File: src/session_index_table_macros.svh
// Assertion macros shared by the session index table files.
`ifndef SESSION_INDEX_TABLE_MACROS_SVH
`define SESSION_INDEX_TABLE_MACROS_SVH

// Check a condition in the same cycle as its trigger.
`define SIT_ASSERT_NOW(lbl, ante, cons, msg) \
  lbl: assert property (@(posedge clk) disable iff (!rst_n) (ante) |-> (cons)) \
    else $error(msg);

// Check a condition in the cycle after its trigger.
`define SIT_ASSERT_NEXT(lbl, ante, cons, msg) \
  lbl: assert property (@(posedge clk) disable iff (!rst_n) (ante) |=> (cons)) \
    else $error(msg);

`endif

File: src/sit_pkg.sv
// Shared types, constants and helper functions of the session index table.
package sit_pkg;

  // Table geometry
  localparam int TABLE_SIZE  = 1024;
  localparam int HANDLE_BITS = 16;
  localparam int SLOT_W      = $clog2(TABLE_SIZE);
  localparam int COL_W       = (SLOT_W < 5) ? SLOT_W : 5;
  localparam int MAP_W       = 1 << COL_W;
  localparam int ROWS        = TABLE_SIZE / MAP_W;
  localparam int ROW_W       = (ROWS > 1) ? $clog2(ROWS) : 1;

  localparam logic [31:0] SLOT_MASK  = 32'(TABLE_SIZE - 1);
  localparam logic [31:0] SIZE_INDEX = 32'(TABLE_SIZE);
  localparam logic [15:0] HANDLE_MASK =
    (HANDLE_BITS >= 16) ? 16'hFFFF : 16'((33'h1 << HANDLE_BITS) - 33'h1);

  // Request codes
  localparam logic [2:0] REQ_ALLOC_HS = 3'd0;
  localparam logic [2:0] REQ_ALLOC_KP = 3'd1;
  localparam logic [2:0] REQ_LOOKUP   = 3'd2;
  localparam logic [2:0] REQ_DELETE   = 3'd3;
  localparam logic [2:0] REQ_RETYPE   = 3'd4;

  // Status codes
  localparam logic [1:0] ST_OK   = 2'd0;
  localparam logic [1:0] ST_MISS = 2'd1;
  localparam logic [1:0] ST_FULL = 2'd2;

  // Entry kinds
  localparam logic KIND_HS = 1'b0;
  localparam logic KIND_KP = 1'b1;

  typedef enum logic [2:0] {
    OP_ALLOC  = 3'd0,
    OP_LOOKUP = 3'd1,
    OP_DELETE = 3'd2,
    OP_RETYPE = 3'd3,
    OP_IGNORE = 3'd4
  } sit_op_t;

  typedef struct packed {
    logic [2:0]  req_type;
    logic [31:0] index_in;
    logic [31:0] random_word;
    logic [15:0] peer_in;
    logic [15:0] handshake_in;
    logic [15:0] keypair_in;
  } sit_in_t;

  typedef struct packed {
    logic [1:0]  status;
    logic [31:0] new_index;
    logic        kind_out;
    logic [15:0] peer_out;
    logic [15:0] handshake_out;
    logic [15:0] keypair_out;
  } sit_out_t;

  // Classified request handed from front to back
  typedef struct packed {
    sit_op_t     op;
    logic        kind;
    logic        idx_nz;
    logic        rnd_nz;
    logic [31:0] index;
    logic [31:0] rnd;
    logic [15:0] peer;
    logic [15:0] hs;
    logic [15:0] kp;
  } sit_cmd_t;

  typedef struct packed {
    logic     valid;
    sit_cmd_t cmd;
  } sit_q_t;

  // Back-end status seen by the top level
  typedef struct packed {
    logic clearing;
    logic res_push;
  } sit_mon_t;

  typedef struct packed {
    logic [31:0] index;
    logic        kind;
    logic [15:0] peer;
    logic [15:0] handshake;
    logic [15:0] keypair;
  } sit_entry_t;

  function automatic logic [SLOT_W-1:0] slot_of(input logic [31:0] idx);
    return idx[SLOT_W-1:0];
  endfunction

  function automatic logic [ROW_W-1:0] row_of(input logic [SLOT_W-1:0] slot);
    return ROW_W'(slot >> COL_W);
  endfunction

  function automatic logic [SLOT_W-1:0] make_slot(input logic [ROW_W-1:0] row,
                                                  input logic [COL_W-1:0] col);
    return SLOT_W'({row, col});
  endfunction

  // Lowest clear bit of one occupancy row
  function automatic logic [COL_W-1:0] first_zero(input logic [MAP_W-1:0] m);
    logic [COL_W-1:0] r;
    r = '0;
    for (int i = MAP_W - 1; i >= 0; i--) begin
      if (!m[i]) r = COL_W'(i);
    end
    return r;
  endfunction

  // Lowest row that still has a free slot
  function automatic logic [ROW_W-1:0] first_open(input logic [ROWS-1:0] f);
    logic [ROW_W-1:0] r;
    r = '0;
    for (int i = ROWS - 1; i >= 0; i--) begin
      if (!f[i]) r = ROW_W'(i);
    end
    return r;
  endfunction

endpackage

File: src/sit_front.sv
// Request front end: classifies requests and queues them for the back end.
module sit_front
  import sit_pkg::*;
(
  input  logic    clk,
  input  logic    rst_n,
  input  logic    push,
  output logic    full,
  input  sit_in_t in_data,
  input  logic    hold,
  input  logic    cmd_pop,
  output sit_q_t  cmd_q
);

  sit_cmd_t   cls;
  sit_cmd_t   q_mem_r [2];
  logic       wp_r, wp_nxt;
  logic       rp_r, rp_nxt;
  logic [1:0] cnt_r, cnt_nxt;
  logic       accept;

  // Classify the request and trim the handles
  always_comb begin
    cls.kind   = KIND_HS;
    cls.idx_nz = |in_data.index_in;
    cls.rnd_nz = |in_data.random_word;
    cls.index  = in_data.index_in;
    cls.rnd    = in_data.random_word;
    cls.peer   = in_data.peer_in & HANDLE_MASK;
    cls.hs     = in_data.handshake_in & HANDLE_MASK;
    cls.kp     = in_data.keypair_in & HANDLE_MASK;
    case (in_data.req_type)
      REQ_ALLOC_HS: begin
        cls.op = OP_ALLOC;
        cls.kp = '0;
      end
      REQ_ALLOC_KP: begin
        cls.op   = OP_ALLOC;
        cls.kind = KIND_KP;
        cls.hs   = '0;
      end
      REQ_LOOKUP: cls.op = OP_LOOKUP;
      REQ_DELETE: cls.op = OP_DELETE;
      REQ_RETYPE: cls.op = OP_RETYPE;
      default:    cls.op = OP_IGNORE;
    endcase
  end

  assign full   = (cnt_r == 2'd2) || hold;
  assign accept = push && !full;

  // Advance queue pointers and count
  always_comb begin
    wp_nxt  = accept ? ~wp_r : wp_r;
    rp_nxt  = cmd_pop ? ~rp_r : rp_r;
    cnt_nxt = cnt_r + {1'b0, accept} - {1'b0, cmd_pop};
  end

  always_ff @(posedge clk) begin
    if (!rst_n) begin
      wp_r  <= 1'b0;
      rp_r  <= 1'b0;
      cnt_r <= 2'd0;
    end else begin
      wp_r  <= wp_nxt;
      rp_r  <= rp_nxt;
      cnt_r <= cnt_nxt;
    end
  end

  // Hold queued commands
  always_ff @(posedge clk) begin
    if (accept) q_mem_r[wp_r] <= cls;
  end

  assign cmd_q.valid = (cnt_r != 2'd0);
  assign cmd_q.cmd   = q_mem_r[rp_r];

endmodule

File: config.mk
export PLATFORM = sky130hd
export DESIGN_NAME = sit_front
export DESIGN_NICKNAME = d
export VERILOG_FILES = /design/src/session_index_table_macros.svh /design/src/sit_pkg.sv /design/src/sit_front.sv
export SDC_FILE = /design/constraint.sdc
export NUM_CORES = 1
export LEC_CHECK = 0
export BUFFER_PORTS_ARGS = -buffer_cell sky130_fd_sc_hd__buf_2
export CAP_MARGIN = 20
export CELL_PAD_IN_SITES_DETAIL_PLACEMENT = 0
export CELL_PAD_IN_SITES_GLOBAL_PLACEMENT = 1
export CORE_MARGIN = 8
export CORE_UTILIZATION = 44
export CTS_CLUSTER_DIAMETER = 150
export CTS_CLUSTER_SIZE = 25
export DETAILED_ROUTE_END_ITERATION = 16
export GPL_TIMING_DRIVEN = 0
export PLACE_DENSITY = 0.76
export RECOVER_POWER = 100
export SLEW_MARGIN = 20
export SYNTH_ARGS = -nofsm -noshare
export SYNTH_HDL_FRONTEND = slang
export SYNTH_SLANG_ARGS = --single-unit
File: constraint.sdc
create_clock -name clk -period 9.2 [get_ports clk]
set_input_delay 0.92 -clock clk [delete_from_list [all_inputs] [get_ports clk]]
set_output_delay 0.92 -clock clk [all_outputs]
set_load 0.05 [all_outputs]
==> results of run 1 <==
-- routing by layer --
layer,part of all wire,vias to the layer above
met5,0,-
met4,0.018,0
met3,0.074,20
met2,0.51,162
met1,0.40,2374
li1,-,2305
-- layout by cell type (no fill, tap or decap) --
master,netlist,routed
inv_8,0,1
buf_2,11,61
or2b_1,1,1
nand4_1,4,4
nor2_1,5,5
clkbuf_16,0,13
nor3b_1,0,1
diode_2,0,1
ha_1,2,2
o21a_1,1,1
nor3_1,1,2
and2b_1,8,8
nand2_1,2,2
nor2b_1,18,18
clkbuf_1,1,206
and2_0,0,1
xor2_1,1,1
a21oi_1,1,1
or2_2,4,4
nand2b_1,1,1
or3b_1,1,1
mux2_2,118,118
and2_2,1,1
buf_16,0,1
and2b_2,6,6
edfxtp_1,236,236
nor4_1,16,16
xnor2_1,1,1
nor2b_4,1,1
mux2i_1,2,2
dfxtp_1,5,5
inv_1,3,3
-- critical path, delay by kind of cell --
| family | cells | cell delay [ns] |
|---|---|---|
| buffers and inverters | 5 | 2.61 |
| and+or+nand+nor | 2 | 1.74 |
-- sequential cells by signal, summed over array words and instances (netlist names), named ones only --
signal / flops
q_mem_r: 236
rp_r: 1
wp_r: 1
cnt_r: 2
-- worst max path at each step --
stage	start	to	slack, ns	cells past startpoint
2_1_floorplan	hold	q_mem_r[0][0]	2.25	3
3_3_place_gp	hold	q_mem_r[0][44]	-0.53	4
3_5_place_dp	hold	q_mem_r[0][40]	6.02	7
4_1_cts	flip-flop	cmd_q[100]	6.10	5
5_1_grt	hold	q_mem_r[0][41]	3.66	7
6_report	hold	q_mem_r[0][42]	4.08	7
-- Yosys cell counts (all sizes together) (3+ instances only) --
cell and n:
buf 15, nor4 16, mux2 118, inv 3, dfxtp 5, nor2b 19, nand4 4, and2b 14
or2 4, edfxtp 236, nor2 5
-- cell families after synthesis --
family                     count (synthesis)
buffers and inverters                     19
AOI/OAI and AO/OA                          2
DFF                                      241
and+or+nand+nor                           72
xor gates and xnor gates                   2
adders and majority gates                  2
muxes                                    120
-- metrics by stage --
step | std cells | cell area, sq um | utilization | setup slack (ns)
floorplan | 458 | 9190 | - | 2.25
global placement | 972 | 10700 | 0.517 | -0.533
detailed placement | 982 | 11000 | 0.530 | 6.02
CTS | 999 | 11300 | 0.546 | 6.10
global route | 999 | 10900 | 0.523 | 3.66
finish | 1000 | 10900 | 0.523 | 4.08
-- power by group through the flow --
stage,sequential [mW],clock (mW),combinational (mW)
after floorplan,1.31,0,0.318
after global placement,1.31,0,0.430
after detailed placement,1.30,0,0.453
after CTS,1.27,0.601,0.454
after global routing,1.28,0.634,0.439
final,1.28,0.577,0.414
-- area by class of cell --
type | count | area [sq um]
Fill cell | 1801 | 9900
Multi-Input combinational cell | 198 | 1870
Sequential cell | 241 | 7190
Antenna cell | 1 | 2.50
Inverter | 3 | 11.3
Timing Repair Buffer | 249 | 1030
Clock buffer | 16 | 337
Clock inverter | 1 | 11.3
Buffer | 16 | 60.1
Tap cell | 275 | 344
==> flow_metrics.env, run 1 <==
export IMPL_totalWireLength_um=19500
export IMPL_finalPower_mw=2.27
export IMPL_seq_area_frac_synth=0.782
export IMPL_synth_seq_cells=241
export IMPL_design_die_area_sq_um=25800
export IMPL_min_from="wp_r"
export IMPL_p_int_mw=1.63
export IMPL_io_pins=240
export IMPL_row_count=53
export IMPL_slowest_delay_ns=1.38
export IMPL_cp_common_cell="clkbuf_1"
export IMPL_synth_top_cell_by_area="edfxtp_1"
export IMPL_cts_max_level=1
export IMPL_synth_compound_area_frac=0.00136
export IMPL_post_route_min_period_ns=5.12
export IMPL_drtAntennaViolNets=0
export IMPL_track_usage=0.145
export IMPL_r2r_end="q_mem_r[0][42]"
export IMPL_core_area_sq_um=20800
export IMPL_worstPathCellList="buf_2, or3b_1, clkbuf_1, nor2_1, clkbuf_1, clkbuf_1, buf_16"
export IMPL_pwr_share_clk=0.255
export IMPL_rsz0062_at_grt="no"
export IMPL_busiest_layer="met2"
export IMPL_syn_to_final_growth_pct=18.2
export IMPL_max_slew_margin=-0.240
export IMPL_hold_viol_final=0
export IMPL_rrSetupSlack_ns=4.19
export IMPL_cts_buffer_depth=3
export IMPL_ys_flop_type="edfxtp_1"
export IMPL_pwr_share_seq=0.563
export IMPL_syn_inst=458
export IMPL_synth_area_leaders="edfxtp_1 (77%), mux2_2 (14%), nor2b_1 (1.2%)"
export IMPL_cp_max_fo=24
export IMPL_setup_violations=0
export IMPL_avgRoutedWirePerCell_um=19.5
export IMPL_status="complete, but fails checks"
export IMPL_layout_drive_gt1_share=0.285
export IMPL_grt_pass1_wl_um=29700
export IMPL_crit_path_start_kind="primary input"
export IMPL_io_buffers=239
export IMPL_power_leakage_nw=3.52
export IMPL_timing_rr_start="cnt_r[0]"
export IMPL_synth_edf_count=236
export IMPL_clk_latency_ns=0.46
export IMPL_path_clk_slew_ns=0.09
export IMPL_cts_num_sinks=241
export IMPL_die_w_um=160
export IMPL_p_per_area_nw_per_um2=209
export IMPL_gr_usage_met2=0.260
export IMPL_power_net_switching_mw=0.635
export IMPL_ir_worst_vdd_uv=155
export IMPL_cap_violations=2
export IMPL_dr_total_vias=4861
export IMPL_hold_buffers=0
export IMPL_synthMuxAreaShare=0.147
export IMPL_cts_tree="built"
export IMPL_ys_types=31
export IMPL_grt_overflow=0
export IMPL_timing_hold_ws_ns=0.487
export IMPL_min_period_over_period=0.556
export IMPL_switching_share=0.280
export IMPL_worst_pin_slew_ns=1.85
export IMPL_grt_pass1_vias=5495
export IMPL_ff2ff_path_depth=7
export IMPL_syn_area_sq_um=9190
export IMPL_fin_setup_tns_ns=0
export IMPL_p_comb_frac=0.183
export IMPL_first_iter_violations=161
export IMPL_cts_buffers=13
export IMPL_cpMaxStageDelayCell="nor2_1"
export IMPL_finClkSkew_ns=0.0118
export IMPL_die_y_um=160
export IMPL_syn_avg_cell_area_sq_um=20.1
export IMPL_criticalPathCategory="in2reg"
export IMPL_synth_top_area_frac=0.771
export IMPL_endpoint_kind="flip-flop"
export IMPL_hold_path_class="reg2reg"
export IMPL_hold_depth=2
export IMPL_ys_warn_count=0
export IMPL_initial_utilization=0.443
export IMPL_async_reset_ff_frac=0
export IMPL_firstDrtPassIters=4
export IMPL_final_nets=844
export IMPL_cts_root_buf="clkbuf_16"
export IMPL_drc=0
export IMPL_holdPathEnd="wp_r"
export IMPL_grt_max_degree=28
export IMPL_grt_use_met1=0.166
export IMPL_hpwl_um=14700
export IMPL_crit_arrival_ns=5.29
export IMPL_post_cts_buffers=0
export IMPL_via_per_inst=4.86
export IMPL_synth_top_family_by_area="multiplexers"
export IMPL_yosys_area_share_simple=0.0535
export IMPL_required_ns=9.37
export IMPL_violations="capacitance limit, slew limit"
export IMPL_post_cts_resized=0
export IMPL_met3_usage=0.0458
export IMPL_syn_num_nets=580
export IMPL_synthXorXnorAreaFrac=0.00191
export IMPL_yosys_area_share_adder=0.00272
export IMPL_gp_congestion=0.711
export IMPL_drv_slew=50
export IMPL_fmax_mhz=195
export IMPL_antenna_found_initial=0
Note: power is estimated with default switching activity, not from simulation.
==> inputs of run 2 (changes only) <==
--- a/config.mk
+++ b/config.mk
@@ -10,12 +10,12 @@
 export CELL_PAD_IN_SITES_DETAIL_PLACEMENT = 0
 export CELL_PAD_IN_SITES_GLOBAL_PLACEMENT = 1
 export CORE_MARGIN = 8
-export CORE_UTILIZATION = 44
+export CORE_UTILIZATION = 40
 export CTS_CLUSTER_DIAMETER = 150
 export CTS_CLUSTER_SIZE = 25
 export DETAILED_ROUTE_END_ITERATION = 16
 export GPL_TIMING_DRIVEN = 0
-export PLACE_DENSITY = 0.76
+export PLACE_DENSITY = 0.73
 export RECOVER_POWER = 100
 export SLEW_MARGIN = 20
 export SYNTH_ARGS = -nofsm -noshare
==> constraint.sdc (replaced) <==
create_clock -name clk -period 4.1 [get_ports clk]
set_input_delay 0.41 -clock clk [delete_from_list [all_inputs] [get_ports clk]]
set_output_delay 0.41 -clock clk [all_outputs]
set_load 0.05 [all_outputs]
==> flow_metrics.env, run 2 (synthesized netlist as in run 1, its figures left out) <==
export IMPL_post_cts_resized=0
export IMPL_post_route_min_period_ns=3.14
export IMPL_dr_total_vias=4908
export IMPL_cpMaxStageDelayCell="clkbuf_1"
export IMPL_cts_root_buf="clkbuf_16"
export IMPL_grt_max_degree=27
export IMPL_drtAntennaViolNets=0
export IMPL_crit_arrival_ns=2.73
export IMPL_hold_viol_final=0
export IMPL_regMostFlops="q_mem_r"
export IMPL_die_w_um=168
export IMPL_drc=0
export IMPL_io_pins=240
export IMPL_final_nets=844
export IMPL_cp_max_fo=10
export IMPL_track_usage=0.137
export IMPL_grt_pass1_vias=5317
export IMPL_totalWireLength_um=19700
export IMPL_setup_violations=0
export IMPL_largest_reg_flops=236
export IMPL_design_die_area_sq_um=28100
export IMPL_final_area_sq_um=11100
export IMPL_post_route_util=0.490
export IMPL_slowest_delay_ns=0.57
export IMPL_hpwl_um=14600
export IMPL_grt_overflow=0
export IMPL_violations="capacitance limit"
export IMPL_cap_violations=1
export IMPL_rsz0062_at_grt="no"
export IMPL_drv_slew=0
export IMPL_post_cts_buffers=0
export IMPL_path_clk_slew_ns=0.10
export IMPL_criticalPathCategory="reg2out"
export IMPL_hold_path_class="in2reg"
export IMPL_cts_tree="built"
export IMPL_required_ns=3.69
export IMPL_status="complete, but fails checks"
export IMPL_p_per_area_nw_per_um2=462
export IMPL_gp_congestion=0.734
export IMPL_power_leakage_nw=3.66
export IMPL_crit_path_start_kind="flip-flop"
export IMPL_placed_area_sq_um=11000
export IMPL_reg_largest_list="q_mem_r x236, cnt_r x2"
export IMPL_final_common_cell="edfxtp_1"
export IMPL_cts_buffer_depth=3
export IMPL_min_period_over_period=0.765
export IMPL_row_count=55
export IMPL_worstPathCellList="clkbuf_1, clkbuf_1, buf_4, mux2_2, buf_2"
export IMPL_clk_latency_ns=0.47
export IMPL_initial_utilization=0.407
export IMPL_cts_max_level=1
export IMPL_cp_common_cell="clkbuf_1"
export IMPL_core_area_sq_um=22600
export IMPL_n_fill_cell=1966
export IMPL_ir_worst_vdd_uv=321
export IMPL_hold_buffers=0
export IMPL_via_per_inst=4.86
export IMPL_firstDrtPassIters=4
export IMPL_cts_buffers=13
export IMPL_worst_pin_slew_ns=1.47
export IMPL_endpoint_kind="primary output"
export IMPL_max_slew_margin=0.0152
export IMPL_first_iter_violations=221
export IMPL_fmax_mhz=319
export IMPL_io_buffers=239
export IMPL_layout_drive_gt1_share=0.329
export IMPL_finalPower_mw=5.12
export IMPL_antenna_cells=0
export IMPL_syn_to_final_growth_pct=20.5
export IMPL_final_cell_mix="edfxtp_1 (236), clkbuf_1 (172), mux2_2 (117)"
export IMPL_grt_use_met1=0.158
export IMPL_antenna_found_initial=0
export IMPL_met3_usage=0.0515
export IMPL_finClkSkew_ns=0.0128
export IMPL_die_y_um=168
export IMPL_busiest_layer="met2"
export IMPL_avgRoutedWirePerCell_um=19.5
export IMPL_gr_usage_met2=0.240
export IMPL_seqCellArea_sq_um=7190
export IMPL_cts_num_sinks=241
export IMPL_multi_input_area_sq_um=1870
export IMPL_grt_pass1_wl_um=30400
[run 2: per-stage QoR]
step	hold slack [ns]	setup TNS (ns)	setup WS, ns	cells
finish	0.125	0	0.965	1009
CTS	0.0952	0	1.52	1009
detailed placement	0.507	0	1.83	992
global route	0.0904	0	0.760	1009
floorplan	0.463	-76.28	-0.323	458
global placement	0.471	-466.71	-1.99	982
[run 2: path summary, 6_finish.rpt]
path / startpoint / to / slack [ns] / cells after the start
worst max-delay path: flip-flop / cmd_q[100] / 0.96 / 5
worst min-delay path: in_data[46] / q_mem_r[0][46] / 0.12 / 1
worst max register to register: cnt_r[1] / q_mem_r[0][47] / 1.26 / 6
worst min register to register: wp_r / wp_r / 0.48 / 2
[run 2: final cells by class]
type,count,area share
multi-input cells,198,0.169
clock buffers,16,0.0304
flip-flops and latches,241,0.649
plain buffers,16,0.00656
clock inverters,1,0.00102
repair buffers,249,0.111
well taps,285,0.0322
inverters,3,0.00102
[run 2: power breakdown]
group          total (mW)  switching, mW  internal (mW)
clock network        1.30          0.713          0.590
logic               0.959          0.697          0.262
registers            2.86         0.0242           2.83
[run 2: critical path, delay by kind of cell, from the launching register on]
family,cells,cell delay [ns]
flops,1,0.31
mux,1,0.36
buf+inv,4,1.59
[run 2: metal layers]
layer,vias to the layer above,routed length [um]
li1,2311,-
met1,2414,7850
met2,166,9890
met3,17,1730
met4,0,236
met5,-,0
==> inputs of run 3 (changes only) <==
==> constraint.sdc (replaced) <==
create_clock -name clk -period 2.8 [get_ports clk]
set_input_delay 0.28 -clock clk [delete_from_list [all_inputs] [get_ports clk]]
set_output_delay 0.28 -clock clk [all_outputs]
set_load 0.05 [all_outputs]
==> flow_metrics.env, run 3 (synthesized netlist as in run 1, its figures left out) <==
export IMPL_status="complete, no violations"
export IMPL_avgRoutedWirePerCell_um=19.1
export IMPL_reg_largest_list="q_mem_r x236, cnt_r x2"
export IMPL_design_die_area_sq_um=28100
export IMPL_fmax_mhz=396
export IMPL_cts_root_buf="clkbuf_16"
export IMPL_grt_pass1_wl_um=31100
export IMPL_placed_cells=992
export IMPL_drv_slew=0
export IMPL_setup_violations=0
export IMPL_grt_overflow=0
export IMPL_power_leakage_nw=4.05
export IMPL_timing_hold_ws_ns=0.0455
export IMPL_die_w_um=168
export IMPL_final_cell_mix="edfxtp_1 (236), mux2_2 (116), clkbuf_1 (111)"
export IMPL_cts_buffer_depth=3
export IMPL_criticalPathCategory="reg2out"
export IMPL_cap_violations=0
export IMPL_max_slew_margin=0.403
export IMPL_drc=0
export IMPL_p_int_mw=5.47
export IMPL_regMostFlops="q_mem_r"
export IMPL_cts_num_sinks=241
export IMPL_endpoint_kind="primary output"
export IMPL_post_cts_buffers=0
export IMPL_p_comb_frac=0.197
export IMPL_worst_slack_ns=0.277
export IMPL_pre_cts_ws_ns=0.383
export IMPL_post_route_min_period_ns=2.52
export IMPL_finClkSkew_ns=0.0106
export IMPL_pwr_share_seq=0.552
export IMPL_totalWireLength_um=20200
export IMPL_cts_tree="built"
export IMPL_final_common_cell="edfxtp_1"
export IMPL_drtAntennaViolNets=0
export IMPL_n_fill_cell=1976
export IMPL_layout_drive_gt1_share=0.393
export IMPL_cts_buffers=13
export IMPL_gp_congestion=0.708
export IMPL_hpwl_um=15000
export IMPL_syn_to_final_growth_pct=26.9
export IMPL_finalPower_mw=7.58
export IMPL_final_nets=889
export IMPL_rsz0062_at_grt="no"
export IMPL_grt_pass1_vias=5609
export IMPL_track_usage=0.140
export IMPL_dr_total_vias=5101
export IMPL_p_per_area_nw_per_um2=651
export IMPL_firstDrtPassIters=5
export IMPL_grt_max_degree=27
export IMPL_switching_share=0.279
export IMPL_ir_worst_vdd_uv=364
export IMPL_die_y_um=168
export IMPL_hold_viol_final=0
export IMPL_worst_pin_slew_ns=0.894
export IMPL_clk_latency_ns=0.47
export IMPL_finalNonFillerCells=1056
export IMPL_multi_input_area_sq_um=1890
export IMPL_hold_path_class="in2reg"
export IMPL_crit_path_start_kind="flip-flop"
export IMPL_power_net_switching_mw=2.12
export IMPL_via_per_inst=4.83
export IMPL_path_clk_slew_ns=0.09
export IMPL_io_pins=240
export IMPL_first_iter_violations=265
export IMPL_io_buffers=239
export IMPL_core_area_sq_um=22600
export IMPL_cts_max_level=1
export IMPL_seqCellArea_sq_um=7190
export IMPL_initial_utilization=0.407
export IMPL_pwr_share_clk=0.251
export IMPL_min_period_over_period=0.901
export IMPL_crit_arrival_ns=2.24
export IMPL_row_count=55
export IMPL_post_cts_resized=0
export IMPL_largest_reg_flops=236
export IMPL_antenna_found_initial=2
export IMPL_required_ns=2.52
export IMPL_post_route_util=0.516
export IMPL_cp_max_fo=10
-- run 3: critical path: stages, from the launching register on --
cell	delay, ns
dfxtp_1	0.31
buf_2	0.33
buf_6	0.21
clkbuf_2	0.31
mux2_2	0.38
clkbuf_2	0.25
-- run 3: cell type report --
class / count / area share
antenna: 2 / 0.000429
sequential: 241 / 0.617
multi-input combinational: 198 / 0.162
clock inverter: 1 / 0.000966
buffer: 16 / 0.00623
tap: 285 / 0.0306
clock buffer: 16 / 0.0289
inverter: 3 / 0.000966
timing repair buffer: 294 / 0.153
-- run 3: path summary, 6_finish.rpt --
path / start / endpoint / slack, ns / cells after the start
worst max-delay path: flip-flop / cmd_q[116] / 0.28 / 5
worst min-delay path: in_data[80] / q_mem_r[1][80] / 0.05 / 1
worst max register to register: cnt_r[0] / q_mem_r[1][41] / 0.33 / 7
worst min register to register: wp_r / wp_r / 0.52 / 2
-- run 3: power groups by stage --
stage	Sequential [mW]	Clock (mW)	Combinational, mW
6_report	4.19	1.90	1.50
5_1_grt	4.20	2.10	1.58
4_1_cts	4.19	1.97	1.53
3_5_place_dp	4.27	0	1.50
3_3_place_gp	4.28	0	1.42
2_1_floorplan	4.27	0	1.05
-- run 3: stage by stage --
stage               setup TNS [ns]  cell area, sq um
global placement           -279.05             10800
CTS                              0             11600
finish                           0             11700
floorplan                   -62.66              9210
detailed placement               0             11000
global route                     0             11700
-- run 3: repair_timing --
item                                    4_1_cts  5_1_grt
endpoints found under the hold margin        51       32
endpoints found under the setup margin        0        0
hold buffers                                 27       18
-- run 3: layer usage --
layer,up-vias,GRT usage,routed length (um)
met5,-,0,0
met4,0,0.0338,359
met3,26,0.0494,1750
met2,161,0.244,10200
met1,2516,0.162,7890
li1,2398,-,-
